## src/lsrr_pkg.sv

```systemverilog
package lsrr_pkg;

  localparam int MAX_SERVERS = 8;
  localparam int SRV_IDX_W   = $clog2(MAX_SERVERS);
  localparam int SRV_CNT_W   = 4;
  localparam int NODE_W      = 8;
  localparam int TICKS_W     = 20;
  localparam int CFG_IDX_W   = 3;
  localparam int CFG_DATA_W  = 64;

  // register map
  localparam logic [CFG_IDX_W-1:0] REG_CLIENT_ID    = 3'd0;
  localparam logic [CFG_IDX_W-1:0] REG_SERVER_IDS   = 3'd1;
  localparam logic [CFG_IDX_W-1:0] REG_SERVER_COUNT = 3'd2;
  localparam logic [CFG_IDX_W-1:0] REG_START_TARGET = 3'd3;
  localparam logic [CFG_IDX_W-1:0] REG_TIMEOUT      = 3'd4;
  localparam logic [CFG_IDX_W-1:0] REG_BACKOFF      = 3'd5;

  // reset values
  localparam logic [31:0]          CLIENT_ID_RST    = 32'd1;
  localparam logic [63:0]          SERVER_IDS_RST   = 64'd0;
  localparam logic [SRV_CNT_W-1:0] SERVER_COUNT_RST = 4'd1;
  localparam logic [SRV_IDX_W-1:0] START_TARGET_RST = 3'd0;
  localparam logic [TICKS_W-1:0]   TIMEOUT_RST      = 20'd1000;
  localparam logic [TICKS_W-1:0]   BACKOFF_RST      = 20'd100;

  // stats slots
  localparam int STAT_DONE      = 0;
  localparam int STAT_NOTLEADER = 1;
  localparam int STAT_TIMEOUT   = 2;
  localparam int STAT_N         = 3;

  typedef enum logic [1:0] {
    CMD_START = 2'd0,
    CMD_REPLY = 2'd1,
    CMD_TICK  = 2'd2
  } command_e;

  typedef enum logic [1:0] {
    EV_SEND = 2'd0,
    EV_DONE = 2'd1,
    EV_BUSY = 2'd2
  } event_e;

  typedef struct packed {
    logic [1:0]        command;
    logic [1:0]        op;
    logic [15:0]       request_tag;
    logic              well_formed;
    logic [NODE_W-1:0] reply_from;
    logic [31:0]       reply_client;
    logic [31:0]       reply_seq;
    logic              reply_ok;
    logic              hint_valid;
    logic [NODE_W-1:0] hint_node;
    logic [15:0]       result_tag;
  } cmd_item_t;

  typedef struct packed {
    logic [1:0]        event_kind;
    logic [NODE_W-1:0] dest_node;
    logic [31:0]       out_seq;
    logic [1:0]        out_op;
    logic [15:0]       out_request_tag;
    logic [15:0]       out_result_tag;
  } evt_item_t;

  typedef struct packed {
    logic [31:0]                 own_client_id;
    logic [MAX_SERVERS*NODE_W-1:0] server_ids;
    logic [SRV_CNT_W-1:0]        server_count;
    logic [TICKS_W-1:0]          timeout_ticks;
    logic [TICKS_W-1:0]          backoff_ticks;
    logic                        target_load;
    logic [SRV_IDX_W-1:0]        target_value;
  } cfg_t;

  typedef struct packed {
    logic      emit;
    evt_item_t item;
  } ctrl_res_t;

  // zero acts as one, above the table size acts as the table size
  function automatic logic [SRV_CNT_W-1:0] count_used(input logic [SRV_CNT_W-1:0] cnt);
    logic [SRV_CNT_W-1:0] r;
    if (cnt == '0) r = SRV_CNT_W'(1);
    else if (cnt > SRV_CNT_W'(MAX_SERVERS)) r = SRV_CNT_W'(MAX_SERVERS);
    else r = cnt;
    return r;
  endfunction

  function automatic logic [NODE_W-1:0] node_at(
    input logic [MAX_SERVERS*NODE_W-1:0] ids,
    input logic [SRV_IDX_W-1:0]          idx
  );
    return ids[idx*NODE_W +: NODE_W];
  endfunction

  // (idx + 1) mod cnt; values are tiny, a few conditional subtracts settle it
  function automatic logic [SRV_IDX_W-1:0] next_index(
    input logic [SRV_IDX_W-1:0] idx,
    input logic [SRV_CNT_W-1:0] cnt
  );
    logic [SRV_CNT_W-1:0] v;
    v = SRV_CNT_W'(idx) + SRV_CNT_W'(1);
    for (int k = 0; k < MAX_SERVERS; k++) begin
      if (v >= cnt) v = v - cnt;
    end
    return v[SRV_IDX_W-1:0];
  endfunction

  function automatic logic [TICKS_W-1:0] load_ticks(input logic [TICKS_W-1:0] t);
    return (t == '0) ? TICKS_W'(1) : t;
  endfunction

endpackage

```

## src/leader_seeking_request_retry_core.sv

```systemverilog
// Channel   Direction  Handshake                Payload
// cmd       in         cmd_valid / cmd_stall    cmd_item_t (start, reply or tick)
// evt       out        evt_valid / evt_stall    evt_item_t (send, done or busy)
// cfg       in         cfg_we, cfg_index        cfg_data, 64 bits, write only
//
// One request per cycle unless evt_stall holds a result; results are registered.
// The decision stage (hint compares, timers, counters) is combinational logic.
// Reset is synchronous and clears all control state; no clearing pass.
// cmd_stall rises only while a request waits in the input register and the
// result register is held by evt_stall.
module leader_seeking_request_retry_core
  import lsrr_pkg::*;
(
  input  logic                  clk,
  input  logic                  rst,
  input  logic                  cmd_valid,
  output logic                  cmd_stall,
  input  cmd_item_t             cmd_data,
  output logic                  evt_valid,
  input  logic                  evt_stall,
  output evt_item_t             evt_data,
  input  logic                  cfg_we,
  input  logic [CFG_IDX_W-1:0]  cfg_index,
  input  logic [CFG_DATA_W-1:0] cfg_data
);

  cfg_t      cfg;
  ctrl_res_t res;

  // input register
  logic      q_valid;
  cmd_item_t q;
  logic      cmd_accept;
  logic      advance;
  logic      evt_held;

  // result register is busy only if it holds an untaken result
  assign evt_held   = evt_valid && evt_stall;
  assign advance    = q_valid && !evt_held;
  assign cmd_stall  = q_valid && evt_held;
  assign cmd_accept = cmd_valid && !cmd_stall;

  lsrr_cfg u_cfg (
    .clk       (clk),
    .rst       (rst),
    .cfg_we    (cfg_we),
    .cfg_index (cfg_index),
    .cfg_data  (cfg_data),
    .cfg       (cfg)
  );

  // state lives here; one decision per advanced request
  lsrr_ctrl u_ctrl (
    .clk  (clk),
    .rst  (rst),
    .step (advance),
    .item (q),
    .cfg  (cfg),
    .res  (res)
  );

  always_ff @(posedge clk) begin
    if (rst) begin
      q_valid <= 1'b0;
    end else if (cmd_accept) begin
      q_valid <= 1'b1;
    end else if (advance) begin
      q_valid <= 1'b0;
    end
  end

  always_ff @(posedge clk) begin
    if (cmd_accept) q <= cmd_data;
  end

  // result register: loads on an emitting decision, drains when taken
  always_ff @(posedge clk) begin
    if (rst) begin
      evt_valid <= 1'b0;
    end else if (advance && res.emit) begin
      evt_valid <= 1'b1;
    end else if (!evt_stall) begin
      evt_valid <= 1'b0;
    end
  end

  always_ff @(posedge clk) begin
    if (advance && res.emit) evt_data <= res.item;
  end

endmodule

```

## src/lsrr_cfg.sv

```systemverilog
module lsrr_cfg
  import lsrr_pkg::*;
(
  input  logic                  clk,
  input  logic                  rst,
  input  logic                  cfg_we,
  input  logic [CFG_IDX_W-1:0]  cfg_index,
  input  logic [CFG_DATA_W-1:0] cfg_data,
  output cfg_t                  cfg
);

  logic [31:0]                   own_client_id;
  logic [MAX_SERVERS*NODE_W-1:0] server_ids;
  logic [SRV_CNT_W-1:0]          server_count;
  logic [TICKS_W-1:0]            timeout_ticks;
  logic [TICKS_W-1:0]            backoff_ticks;
  logic                          target_load;

  always_ff @(posedge clk) begin
    if (rst) begin
      own_client_id <= CLIENT_ID_RST;
      server_ids    <= SERVER_IDS_RST;
      server_count  <= SERVER_COUNT_RST;
      timeout_ticks <= TIMEOUT_RST;
      backoff_ticks <= BACKOFF_RST;
    end else if (cfg_we) begin
      unique case (cfg_index)
        REG_CLIENT_ID:    own_client_id <= cfg_data[31:0];
        REG_SERVER_IDS:   server_ids    <= cfg_data[MAX_SERVERS*NODE_W-1:0];
        REG_SERVER_COUNT: server_count  <= cfg_data[SRV_CNT_W-1:0];
        REG_TIMEOUT:      timeout_ticks <= cfg_data[TICKS_W-1:0];
        REG_BACKOFF:      backoff_ticks <= cfg_data[TICKS_W-1:0];
        default: ;
      endcase
    end
  end

  // start_target is only ever seen through the target load it causes
  assign target_load = cfg_we && (cfg_index == REG_START_TARGET);

  assign cfg.own_client_id = own_client_id;
  assign cfg.server_ids    = server_ids;
  assign cfg.server_count  = server_count;
  assign cfg.timeout_ticks = timeout_ticks;
  assign cfg.backoff_ticks = backoff_ticks;
  assign cfg.target_load   = target_load;
  assign cfg.target_value  = cfg_data[SRV_IDX_W-1:0];

endmodule

```

## src/lsrr_hint_match.sv

```systemverilog
module lsrr_hint_match
  import lsrr_pkg::*;
(
  input  logic [MAX_SERVERS*NODE_W-1:0] server_ids,
  input  logic [SRV_CNT_W-1:0]          cnt,
  input  logic [NODE_W-1:0]             hint_node,
  output logic                          found,
  output logic [SRV_IDX_W-1:0]          found_idx
);

  // parallel compares; scan from the top so the lowest hit wins
  always_comb begin
    found     = 1'b0;
    found_idx = '0;
    for (int i = MAX_SERVERS - 1; i >= 0; i--) begin
      if ((SRV_CNT_W'(i) < cnt) &&
          (server_ids[i*NODE_W +: NODE_W] == hint_node)) begin
        found     = 1'b1;
        found_idx = SRV_IDX_W'(i);
      end
    end
  end

endmodule

```

## src/lsrr_ctrl.sv

```systemverilog
module lsrr_ctrl
  import lsrr_pkg::*;
(
  input  logic      clk,
  input  logic      rst,
  input  logic      step,
  input  cmd_item_t item,
  input  cfg_t      cfg,
  output ctrl_res_t res
);

  logic                 pending,       pending_next;
  logic [31:0]          pending_seq,   pending_seq_next;
  logic [1:0]           pending_op,    pending_op_next;
  logic [15:0]          pending_tag,   pending_tag_next;
  logic [31:0]          seq_counter,   seq_counter_next;
  logic [SRV_IDX_W-1:0] target_index,  target_index_next;
  logic [TICKS_W-1:0]   timeout_left,  timeout_left_next;
  logic                 timeout_armed, timeout_armed_next;
  logic [TICKS_W-1:0]   backoff_left,  backoff_left_next;
  logic                 backoff_armed, backoff_armed_next;
  logic [31:0]          stat_counts      [STAT_N];
  logic [31:0]          stat_counts_next [STAT_N];

  logic                 do_send;
  logic [SRV_CNT_W-1:0] cnt;
  logic                 hint_found;
  logic [SRV_IDX_W-1:0] hint_idx;
  logic                 reply_match;
  logic [TICKS_W-1:0]   timeout_dec;
  logic [TICKS_W-1:0]   backoff_dec;

  assign cnt = count_used(cfg.server_count);

  lsrr_hint_match u_hint (
    .server_ids (cfg.server_ids),
    .cnt        (cnt),
    .hint_node  (item.hint_node),
    .found      (hint_found),
    .found_idx  (hint_idx)
  );

  assign reply_match = item.well_formed && pending &&
                       (item.reply_client == cfg.own_client_id) &&
                       (item.reply_seq == pending_seq);
  assign timeout_dec = timeout_left - TICKS_W'(1);
  assign backoff_dec = backoff_left - TICKS_W'(1);

  always_comb begin
    pending_next       = pending;
    pending_seq_next   = pending_seq;
    pending_op_next    = pending_op;
    pending_tag_next   = pending_tag;
    seq_counter_next   = seq_counter;
    target_index_next  = target_index;
    timeout_left_next  = timeout_left;
    timeout_armed_next = timeout_armed;
    backoff_left_next  = backoff_left;
    backoff_armed_next = backoff_armed;
    stat_counts_next   = stat_counts;
    do_send            = 1'b0;
    res                = '0;

    if (step) begin
      case (item.command)
        CMD_START: begin
          if (pending) begin
            res.emit                 = 1'b1;
            res.item.event_kind      = EV_BUSY;
            res.item.out_op          = item.op;
            res.item.out_request_tag = item.request_tag;
          end else begin
            pending_next     = 1'b1;
            pending_seq_next = seq_counter;
            seq_counter_next = seq_counter + 32'd1;
            pending_op_next  = item.op;
            pending_tag_next = item.request_tag;
            do_send          = 1'b1;
          end
        end
        CMD_REPLY: begin
          if (reply_match) begin
            if (item.reply_ok) begin
              pending_next       = 1'b0;
              timeout_armed_next = 1'b0;
              timeout_left_next  = '0;
              backoff_armed_next = 1'b0;
              backoff_left_next  = '0;
              stat_counts_next[STAT_DONE] = stat_counts[STAT_DONE] + 32'd1;
              res.emit                 = 1'b1;
              res.item.event_kind      = EV_DONE;
              res.item.dest_node       = item.reply_from;
              res.item.out_seq         = pending_seq;
              res.item.out_op          = pending_op;
              res.item.out_request_tag = pending_tag;
              res.item.out_result_tag  = item.result_tag;
            end else begin
              stat_counts_next[STAT_NOTLEADER] = stat_counts[STAT_NOTLEADER] + 32'd1;
              if (item.hint_valid && (item.hint_node != item.reply_from) && hint_found) begin
                target_index_next = hint_idx;
                do_send           = 1'b1;
              end else begin
                // no usable hint: next server, then back off
                target_index_next  = next_index(target_index, cnt);
                timeout_armed_next = 1'b0;
                timeout_left_next  = '0;
                backoff_armed_next = 1'b1;
                backoff_left_next  = load_ticks(cfg.backoff_ticks);
              end
            end
          end
        end
        CMD_TICK: begin
          if (pending) begin
            if (timeout_armed) begin
              timeout_left_next = timeout_dec;
              if (timeout_dec == '0) begin
                timeout_armed_next = 1'b0;
                stat_counts_next[STAT_TIMEOUT] = stat_counts[STAT_TIMEOUT] + 32'd1;
                target_index_next = next_index(target_index, cnt);
                do_send           = 1'b1;
              end
            end
            if (!do_send && backoff_armed) begin
              backoff_left_next = backoff_dec;
              if (backoff_dec == '0) begin
                backoff_armed_next = 1'b0;
                do_send            = 1'b1;
              end
            end
          end
        end
        default: ;
      endcase

      if (do_send) begin
        backoff_armed_next = 1'b0;
        backoff_left_next  = '0;
        timeout_armed_next = 1'b1;
        timeout_left_next  = load_ticks(cfg.timeout_ticks);
        res.emit                 = 1'b1;
        res.item.event_kind      = EV_SEND;
        res.item.dest_node       = node_at(cfg.server_ids, target_index_next);
        res.item.out_seq         = pending_seq_next;
        res.item.out_op          = pending_op_next;
        res.item.out_request_tag = pending_tag_next;
        res.item.out_result_tag  = '0;
      end
    end

    // the user must make config writes only while idle; the block does not enforce it
    if (cfg.target_load) target_index_next = cfg.target_value;
  end

  always_ff @(posedge clk) begin
    if (rst) begin
      pending       <= 1'b0;
      pending_seq   <= '0;
      pending_op    <= '0;
      pending_tag   <= '0;
      seq_counter   <= '0;
      target_index  <= START_TARGET_RST;
      timeout_left  <= '0;
      timeout_armed <= 1'b0;
      backoff_left  <= '0;
      backoff_armed <= 1'b0;
      for (int s = 0; s < STAT_N; s++) stat_counts[s] <= '0;
    end else begin
      pending       <= pending_next;
      pending_seq   <= pending_seq_next;
      pending_op    <= pending_op_next;
      pending_tag   <= pending_tag_next;
      seq_counter   <= seq_counter_next;
      target_index  <= target_index_next;
      timeout_left  <= timeout_left_next;
      timeout_armed <= timeout_armed_next;
      backoff_left  <= backoff_left_next;
      backoff_armed <= backoff_armed_next;
      stat_counts   <= stat_counts_next;
    end
  end

endmodule

```

## config.mk

```make
export PLATFORM = sky130hd
export DESIGN_NAME = leader_seeking_request_retry_core
export DESIGN_NICKNAME = d
export VERILOG_FILES = /design/src/lsrr_pkg.sv /design/src/leader_seeking_request_retry_core.sv /design/src/lsrr_cfg.sv /design/src/lsrr_hint_match.sv /design/src/lsrr_ctrl.sv
export SDC_FILE = /design/constraint.sdc
export NUM_CORES = 1
export LEC_CHECK = 0
export BUFFER_PORTS_ARGS = -buffer_cell sky130_fd_sc_hd__buf_2
export CORE_MARGIN = 2
export CORE_UTILIZATION = 30
export CTS_CLUSTER_SIZE = 40
export DETAILED_ROUTE_END_ITERATION = 7
export PLACE_DENSITY = 0.44
export SLEW_MARGIN = 20
export SYNTH_ARGS = -nofsm -noshare
export SYNTH_HDL_FRONTEND = slang
export SYNTH_SLANG_ARGS = --single-unit
```

## constraint.sdc

```tcl
create_clock -name clk -period 14.83 [get_ports clk]
set_clock_uncertainty 0.05 [all_clocks]
set_input_delay 2.966 -clock clk [delete_from_list [all_inputs] [get_ports clk]]
set_output_delay 2.966 -clock clk [all_outputs]
set_load 0.05 [all_outputs]
```

==> metrics.md, run 1 <==
| Metric | Value |
|---|---|
| Status | finished, final reports clean |
| Rows | 100 |
| Required @ worst endpoint | approximately 15 ns |
| Post-route setup slack | 1.15 ns |
| Via count | 18906 |
| Post-synth ARST share | 0% |
| Wl on met1 | between 30000 and 40000 µm |
| Setup TNS | 0 ns |
| Cell area after synthesis | 22700 µm² |
| Synth Area in XOR/XNOR | between 6 and 7% |
| Final ANT Viol Nets | 0 |
| Die area | slightly below 80000 µm² |
| Max Cap Violations | 0 |
| Largest net degree at the start of global routing | roughly 110 |
| WL final | between 70000 and 80000 µm |
| Post-synthesis mux area share | 1.82% |
| Drt wl/cell | roughly 21 µm |
| Critical path launch point type | flop |
| Non-Filler Cell Area, Final | 27000 µm² |
| Warnings, synthesis | 0 |
| Top FF cell, synth | dfxtp_1 |
| CTS tree | done |
| Crit-path most repeated cell | fa_1 |
| Initial Utilization | about 30% |
| Antenna violations before repair | 3 |
| Slew @ Worst Pin | 1.14 ns |
| Net count after synthesis | 2659 |
| Max Used Layer | met4 |
| Post-layout min period | approximately 14 ns |
| Die width | approximately 280 µm |
| Worst path top cell family by delay | compound AO/OA/AOI/OAI gates |
| Layout cells sized above 1 | between 10% and 20% |
| CTS H-tree depth | 2 |
| Via-to-Cell Ratio | about 5.1 |
| Routed wl met2 | around 35000 µm |
| Dpl ws | 0.986 ns |
| Chip height | 279 µm |
| Max-slew violations | 0 |
| Area after DPL | 25200 µm² |
| Core Box Area | around 75000 µm² |
| Main combinational cell family by area after synthesis | simple AND/OR/NAND/NOR gates |
| Hpwl dp | about 57000 µm |
| NumNets Final | 2898 |
| Fmax | between 70 and 80 MHz |
| Clock Path Buffers | 3 |
| Cts hold-fix bufs | 0 |
| Cells after synthesis | 2418 |
| I/O pins | 269 |
| Inserted Clock Buffers | 55 |
| Adder-cell share of the synthesized area | 3.01% |
| CTS clock-pin slew for the worst setup and hold paths | ~0.070 ns |
| Critical path class | flop to flop |
| Period utilization | around 92% |
| Clk sinks | about 470 |
| Post-synth cell types | 93 |
| Post-synth EDFFs | about 200 |
| Clk root buf | clkbuf_16 |
| Global Route Usage Sum | between 10% and 20% |
| Compound-gate portion of the synthesized area | roughly 15% |
| First-pass GRT wire length | 117000 µm |
| Area growth, synth to finish | 18.7% |
| # DRC | 0 |
| Vias in the first global route | about 18000 |
| Routed length on met3 | approximately 4600 µm |
| Post-synthesis sequential area ratio | 49.5% |
| Grt ovf | 0 |
| Setup Viol. Count Final | 0 |
| Crit end category | flop |
| Syn_area_per_cell | ~9.4 µm² |
| Gpl congestion | approximately 0.89 |
| Slew HR | 24.2% |
| Crit-path max FO | 9 |
| Final hold vios | 0 |
| Simple-Gate Fraction of Synth Area | roughly a fifth |
| Drt pass-1 iters | 7 |
| RSZ-0062 raised after global routing | no |
| Crit path buffers/inverters | 9 |
| Yosys reg bits | ~470 |
| Slowest stage cell, crit path | dfxtp_1 |
| IO Port Bufs | around 270 |
| Worst Hold Class | flop to flop |
| Worst-skew pair later-pin latency | 0.62 ns |
| Worst Hold Margin | around 0.4 ns |
| DR iter-0 viols | 1291 |
| Crit path DAT | approximately 14 ns |
| CP max stage delay | 0.48 ns |
==> cell usage in the layout (no fill, tap or decap), drive strengths merged, types with 35 or more instances in the layout <==
cell    netlist  routed
nand3        44      44
edfxtp      195     195
a22o         39      39
nor2        173     173
a22oi        41      41
o21ai        54      54
dfxtp       270     270
nand2       498     498
nor4         36      36
nand2b       35      35
xor2         94      94
inv          53      56
clkbuf       92      79
buf          41     314
xnor2        77      77
a21oi       237     237
ha           42      42
==> worst paths after layout <==
path / start / slack [ns] / to / depth (start not counted)
worst min register to register: u_ctrl.pending_tag[5] / 0.41 / u_ctrl.pending_tag[5] / 2
worst max register to register: u_cfg.server_count[2] / 1.15 / evt_data[71] / 65
worst max-delay path: u_cfg.server_count[2] / 1.15 / evt_data[71] / 65
worst min-delay path: u_ctrl.pending_tag[5] / 0.41 / u_ctrl.pending_tag[5] / 2
==> timing repair <==
item / CTS / global route
setup buffers: 0 / 2
gates resized for setup: 0 / 2
hold endpoints to repair: 0 / 0
endpoints found under the setup margin: 0 / 8
==> cell families after synthesis <==
| group | count (synthesis) |
|---|---|
| xor+xnor | 171 |
| compound gates | 525 |
| mux | 31 |
| simple gates | 990 |
| fa+ha+maj | 50 |
| flops | 465 |
| buf+inv | 186 |
==> registers in the layout, summed over array words and instances (netlist names) <==
name	count
q	119
evt_data	76
u_cfg.server_ids	64
u_cfg.own_client_id	32
u_ctrl.pending_seq	32
u_ctrl.seq_counter	32
u_cfg.backoff_ticks	20
u_cfg.timeout_ticks	20
u_ctrl.backoff_left	20
u_ctrl.timeout_left	20
u_ctrl.pending_tag	16
u_cfg.server_count	4
u_ctrl.target_index	3
u_ctrl.pending_op	2
evt_valid	1
q_valid	1
u_ctrl.backoff_armed	1
u_ctrl.pending	1
u_ctrl.timeout_armed	1
==> worst min-delay path: cells and delay by family, from the launching register on <==
kind | cells | cell delay (ns)
flip-flops | 1 | 0.31
AND/OR/NAND/NOR | 1 | 0.05
AO/OA/AOI/OAI | 1 | 0.05
==> synth_stat cells, drive strengths merged (42+ instances only) <==
master,instances,share of area [%]
dfxtp,270,24
xor2,94,3.6
a21oi,237,5.2
edfxtp,195,26
o21ai,54,1.2
nor2,173,2.9
nand2,498,8.3
ha,42,2.3
xnor2,77,3.0
clkbuf,92,1.5
nand3,44,0.97
inv,53,0.87
==> per-layer routing <==
| metal | GRT usage (%) | vias up |
|---|---|---|
| li1 | - | 9052 |
| met1 | 26.9 | 9127 |
| met2 | 31.2 | 602 |
| met3 | 3.73 | 125 |
| met4 | 6.66 | 0 |
| met5 | 0 | - |
==> metrics by stage <==
step                instances  util [%]
global placement         3566      33.7
finish                   3675      36.1
detailed placement       3567      33.7
floorplan                2418         -
CTS                      3668      36.1
global route             3673      36.1
==> area by class of cell <==
type                            instances  area (µm²)
Fill cell                            7556       47700
Clock buffer                           78        1560
Sequential cell                       465       11300
Clock inverter                         23         234
Multi-Input combinational cell       1767       10800
Timing Repair Buffer                  315        1730
Antenna cell                            5        12.5
Tap cell                              969        1210
Inverter                               53         199
Power of run 1 is left out: the tool's default activity adds up to more than one toggle a clock period on the data nets, which glitch-free logic cannot reach.
==> run 2: changes to the inputs <==
PLACE_DENSITY = 0.43   (was 0.44)
SYNTH_HIERARCHICAL = 1   (was not set)
==> metrics.md, run 2 <==
| Metric | Value |
|---|---|
| Status | finished, final reports clean |
| Gpl congestion | between 0.8 and 0.9 |
| Area taken by multi-input logic gates | between 10000 and 15000 µm² |
| Post-layout min period | between 10 and 15 ns |
| Syn_area_per_cell | between 10 and 15 µm² |
| Cell area after synthesis | between 20000 and 25000 µm² |
| IO Port Bufs | 268 |
| Grt ovf | 0 |
| Worst-skew pair later-pin latency | around 0.64 ns |
| Chip height | ~290 µm |
| Critical path launch point type | flop |
| Yosys reg bits | approximately 470 |
| Slew HR | between 20% and 30% |
| Required @ worst endpoint | 15.13 ns |
| Most instantiated cells after synthesis | dfxtp_1 (270), nand2_1 (205), nand2b_1 (203) |
| Worst r2r src | u_cfg/server_count[3] |
| Warnings, synthesis | 6 |
| Biggest register | q |
| Final hold vios | 0 |
| Post-route setup slack | approximately 1.4 ns |
| Critical path class | flop to flop |
| Crit-path most repeated cell | fa_1 |
| Via-to-Cell Ratio | between 5 and 6 |
| Final ANT Viol Nets | 0 |
| Crit end category | flop |
| Hold depth | 2 |
| Dpl ws | between 0.8 and 0.9 ns |
| Slew @ Worst Pin | ~1.2 ns |
| Setup Viol. Count Final | 0 |
| Crit path DAT | around 14 ns |
| Slowest stage cell, crit path | fa_1 |
| Post-synthesis sequential area ratio | ~47% |
| Die area | approximately 82000 µm² |
| Most frequent cell after synthesis | dfxtp_1 |
| Worst Hold Class | flop to flop |
| # DRC | 0 |
| Register Area | 11300 µm² |
| Crit-path max FO | 33 |
| Top flop regs | q x119, evt_data x76, u_cfg/server_ids x64 |
| Vias in the first global route | ~19000 |
| DR iter-0 viols | 1289 |
| Synth area leaders | edfxtp_1 (24%), dfxtp_1 (23%), mux2i_1 (8.1%), nand2b_1 (5.3%), xor2_1 (4.0%) |
| I/O pins | about 270 |
| WL final | 77800 µm |
| Cell taking the most area after synthesis | edfxtp_1 |
| Critical Path End | evt_data[67] |
| CTS H-tree depth | 2 |
| Cells after synthesis | around 2400 |
| Hpwl dp | about 56000 µm |
| Inserted Clock Buffers | 55 |
| Drt pass-1 iters | 6 |
| CP max stage delay | approximately 0.50 ns |
| Capture point of the worst reg-to-reg path | evt_data[67] |
| Largest net degree at the start of global routing | approximately 150 |
| Die width | 287 µm |
| CTS tree | done |
| Post-synth ARST share | 0% |
| # fillers | slightly above 8000 |
| Most common cell after layout, fill and taps aside | dfxtp_1 |
| Period utilization | 90.5% |
| Global Route Usage Sum | between 10% and 20% |
| Area growth, synth to finish | 17.0% |
| Commonest non-fill, non-tap cells in the layout | dfxtp_1 (269), buf_2 (267), nand2_1 (205) |
| Max-slew violations | 0 |
| Initial Utilization | 30.3% |
| Core Box Area | approximately 80000 µm² |
| Layout cells sized above 1 | between 10% and 20% |
| Critical path startpoint | u_cfg/server_count[3] |
| Clock Path Buffers | 3 |
| RSZ-0062 raised after global routing | no |
| Max Cap Violations | 0 |
| Clk sinks | ~470 |
| First-pass GRT wire length | around 120000 µm |
| Clk root buf | clkbuf_16 |
| Fmax | 74.5 MHz |
| Hold Startpoint | u_ctrl/pending_tag[8] |
| Post-synth cell types | 95 |
| Setup TNS | 0 ns |
| CTS clock-pin slew for the worst setup and hold paths | around 0.060 ns |
| Synth top area share | 24.4% |
| Max reg flops | around 120 |
| Cell count of the worst reg-to-reg path | 59 |
| Via count | 18538 |
| Net count after synthesis | around 2600 |
| Drt wl/cell | about 21 µm |
| Antenna violations before repair | 12 |
| Rows | slightly above 100 |
| Worst R2R Setup Slack | 1.41 ns |
| Top FF cell, synth | dfxtp_1 |
| Post-synth EDFFs | ~200 |
| NumNets Final | about 2800 |
[run 2: cell types whose count changed after synthesis, sizes merged, moves of 24 or more]
cell	delta
nand2	-292
mux2i	+184
nand2b	+168
a21oi	-137
a22o	-31
a22oi	+30
buf	+24
nor4	+24
[run 2: layout make-up]
type	instances	area share (%)
Antenna cell	1	0.00891
Sequential cell	465	40.1
Clock buffer	82	5.52
Clock inverter	22	0.954
Tap cell	1050	4.68
Inverter	48	0.655
Multi-Input combinational cell	1725	42.3
Timing Repair Buffer	301	5.74
[run 2: how the worst min path moves through the flow]
stage / to / slack, ns
CTS: u_ctrl/pending_tag[6] / 0.42
finish: u_ctrl/pending_tag[8] / 0.42
floorplan: u_ctrl/pending_op[0] / 0.40
global placement: u_ctrl/pending_tag[7] / 0.41
detailed placement: u_ctrl/pending_tag[3] / 0.41
global route: u_ctrl/pending_tag[6] / 0.44
[run 2: cells by family after synthesis]
logic type	after synthesis	synth area share [%]
and+or+nand+nor	898	19.9
DFF	465	46.9
AOI/OAI and AO/OA	392	11.3
muxes	204	8.56
buffers and inverters	190	3.77
xor gates and xnor gates	181	6.64
adders and majority gates	50	2.86
[run 2: repair_timing]
action | CTS | global route
hold buffers | 0 | 0
endpoints found under the setup margin | 0 | 11
hold endpoints to repair | 0 | 0
gates resized for setup | 0 | 4
buffers inserted | 0 | 4
[run 2: worst max-delay path, delay by kind of cell (launching register included)]
family / cells / cell delay, ns
multiplexers: 4 / 1.12
adder cells (fa/ha/maj): 11 / 3.31
AO/OA/AOI/OAI: 25 / 5.51
AND/OR/NAND/NOR: 10 / 1.46
buffers and inverters: 9 / 1.20
flip-flops: 1 / 0.45
[run 2: routing by layer]
layer	GRT usage (%)	wire length, µm	vias to the layer above
li1	-	-	8912
met1	25.6	35700	9009
met2	30.0	36100	497
met3	2.97	4260	108
met4	5.00	1720	12
met5	0	70	-
[run 2: per-stage QoR]
| step | cells | instance area, µm² | util [%] | hold WS (ns) |
|---|---|---|---|---|
| final | 3694 | 28100 | 35.5 | 0.417 |
| after global routing | 3693 | 28100 | 35.5 | 0.439 |
| after CTS | 3689 | 28000 | 35.4 | 0.421 |
| after detailed placement | 3585 | 26200 | 33.1 | 0.414 |
| after global placement | 3585 | 26200 | 33.1 | 0.405 |
| after floorplan | 2380 | 24000 | - | 0.398 |
Power of run 2 is left out for the same reason.
==> run 3: changes to the inputs <==
CTS_CLUSTER_DIAMETER = 40   (was not set)
clock period = 15 ns   (was 14.83 ns; I/O delays follow)
==> metrics.md, run 3 (synthesis gave the netlist of run 2 again) <==
| Metric | Value |
|---|---|
| Status | finished, final reports clean |
| Core Box Area | around 79000 µm² |
| IO Port Bufs | 268 |
| Crit-path most repeated cell | fa_1 |
| Hpwl dp | approximately 55000 µm |
| Gpl congestion | 0.853 |
| Layout cells sized above 1 | a little under a fifth |
| Clk root buf | clkbuf_16 |
| Setup Viol. Count Final | 0 |
| Worst Hold Margin | roughly 0.42 ns |
| Via count | between 15000 and 20000 |
| Slowest stage cell, crit path | dfxtp_1 |
| Die area | just over 80000 µm² |
| Inserted Clock Buffers | 95 |
| Chip height | between 200 and 300 µm |
| Biggest register | q |
| Worst Hold Class | flop to flop |
| Max-slew violations | 0 |
| Worst-skew pair later-pin latency | 0.64 ns |
| Grt ovf | 0 |
| Top flop regs | q x119, evt_data x76, u_cfg/server_ids x64 |
| Clk sinks | about 470 |
| DR iter-0 viols | roughly 1300 |
| Antenna violations before repair | 11 |
| Vias in the first global route | 18766 |
| Max Cap Violations | 0 |
| Clock Path Buffers | 3 |
| Die width | 287 µm |
| NumNets Final | roughly 2900 |
| CTS clock-pin slew for the worst setup and hold paths | approximately 0.050 ns |
| Global Route Usage Sum | a little under a fifth |
| Non-Filler Cell Area, Final | 29600 µm² |
| Drt pass-1 iters | 5 |
| Crit end category | flop |
| I/O pins | around 270 |
| # DRC | 0 |
| Critical path class | flop to flop |
| Area after DPL | approximately 26000 µm² |
| Area growth, synth to finish | 23.3% |
| Post-layout min period | 13.68 ns |
| Critical path launch point type | flop |
| Slew HR | between 30% and 40% |
| Most common cell after layout, fill and taps aside | dfxtp_1 |
| Rows | between 100 and 150 |
| Initial Utilization | a little under a third |
| Commonest non-fill, non-tap cells in the layout | dfxtp_1 (270), buf_2 (267), nand2_1 (205) |
| Crit path DAT | about 14 ns |
| CTS H-tree depth | 3 |
| WL final | just under 80000 µm |
| Drt wl/cell | approximately 21 µm |
| Crit-path max FO | 33 |
| Slew @ Worst Pin | between 1 and 1.5 ns |
| Final core utilization | about 37% |
| First-pass GRT wire length | 117000 µm |
| Via-to-Cell Ratio | between 4 and 5 |
| Largest net degree at the start of global routing | around 190 |
| CTS tree | done |
| Fmax | about 73 MHz |
| Final ANT Viol Nets | 0 |
| Period utilization | around 91% |
| Final hold vios | 0 |
| Max reg flops | roughly 120 |
| CP max stage delay | 0.51 ns |
| Cts hold-fix bufs | 0 |
| Required @ worst endpoint | between 15 and 20 ns |
==> run 3: worst max-delay path: cells and delay by family (launching register included) <==
| kind | cells | cell delay, ns |
|---|---|---|
| mux | 4 | 1.19 |
| simple gates | 10 | 1.37 |
| flops | 1 | 0.51 |
| buf+inv | 10 | 1.30 |
| fa+ha+maj | 12 | 3.53 |
| compound gates | 25 | 5.45 |
==> run 3: layout make-up <==
cell class / count / area (µm²)
inverter: 48 / 180
timing repair buffer: 299 / 1610
clock buffer: 117 / 2560
clock inverter: 60 / 754
tap: 1050 / 1310
multi-input combinational: 1725 / 11900
fill: 7908 / 49600
antenna: 3 / 7.51
sequential: 465 / 11300
==> run 3: final timing paths <==
path                                            start  slack, ns  cells past startpoint                     to
worst max register to register  u_cfg/server_count[3]       1.32                     61           evt_data[72]
worst min-delay path            u_ctrl/pending_tag[6]       0.42                      2  u_ctrl/pending_tag[6]
worst min register to register  u_ctrl/pending_tag[6]       0.42                      2  u_ctrl/pending_tag[6]
worst max-delay path            u_cfg/server_count[3]       1.32                     61           evt_data[72]
==> run 3: through the flow <==
stage / worst slack (ns) / setup TNS (ns) / std cells
final: 1.32 / 0 / 3767
after global placement: 1.40 / 0 / 3585
after CTS: 1.15 / 0 / 3762
after detailed placement: 1.21 / 0 / 3585
after floorplan: 2.46 / 0 / 2380
after global routing: -0.00371 / -0.00371 / 3765
==> run 3: layer usage <==
metal  GRT usage (%)  routed length [µm]  vias up
li1                -                   -     9041
met1            25.6               36500     9054
met4            4.18                1350       10
met2            30.4               36500      476
met5               0                  58        -
met3            3.33                3630      107
==> run 3: repair_timing <==
action                                  CTS  global route
setup buffers                             0             2
gates resized for setup                   0             0
hold endpoints to repair                  0             0
endpoints found under the setup margin    0             4
Power of run 3 is left out for the same reason.
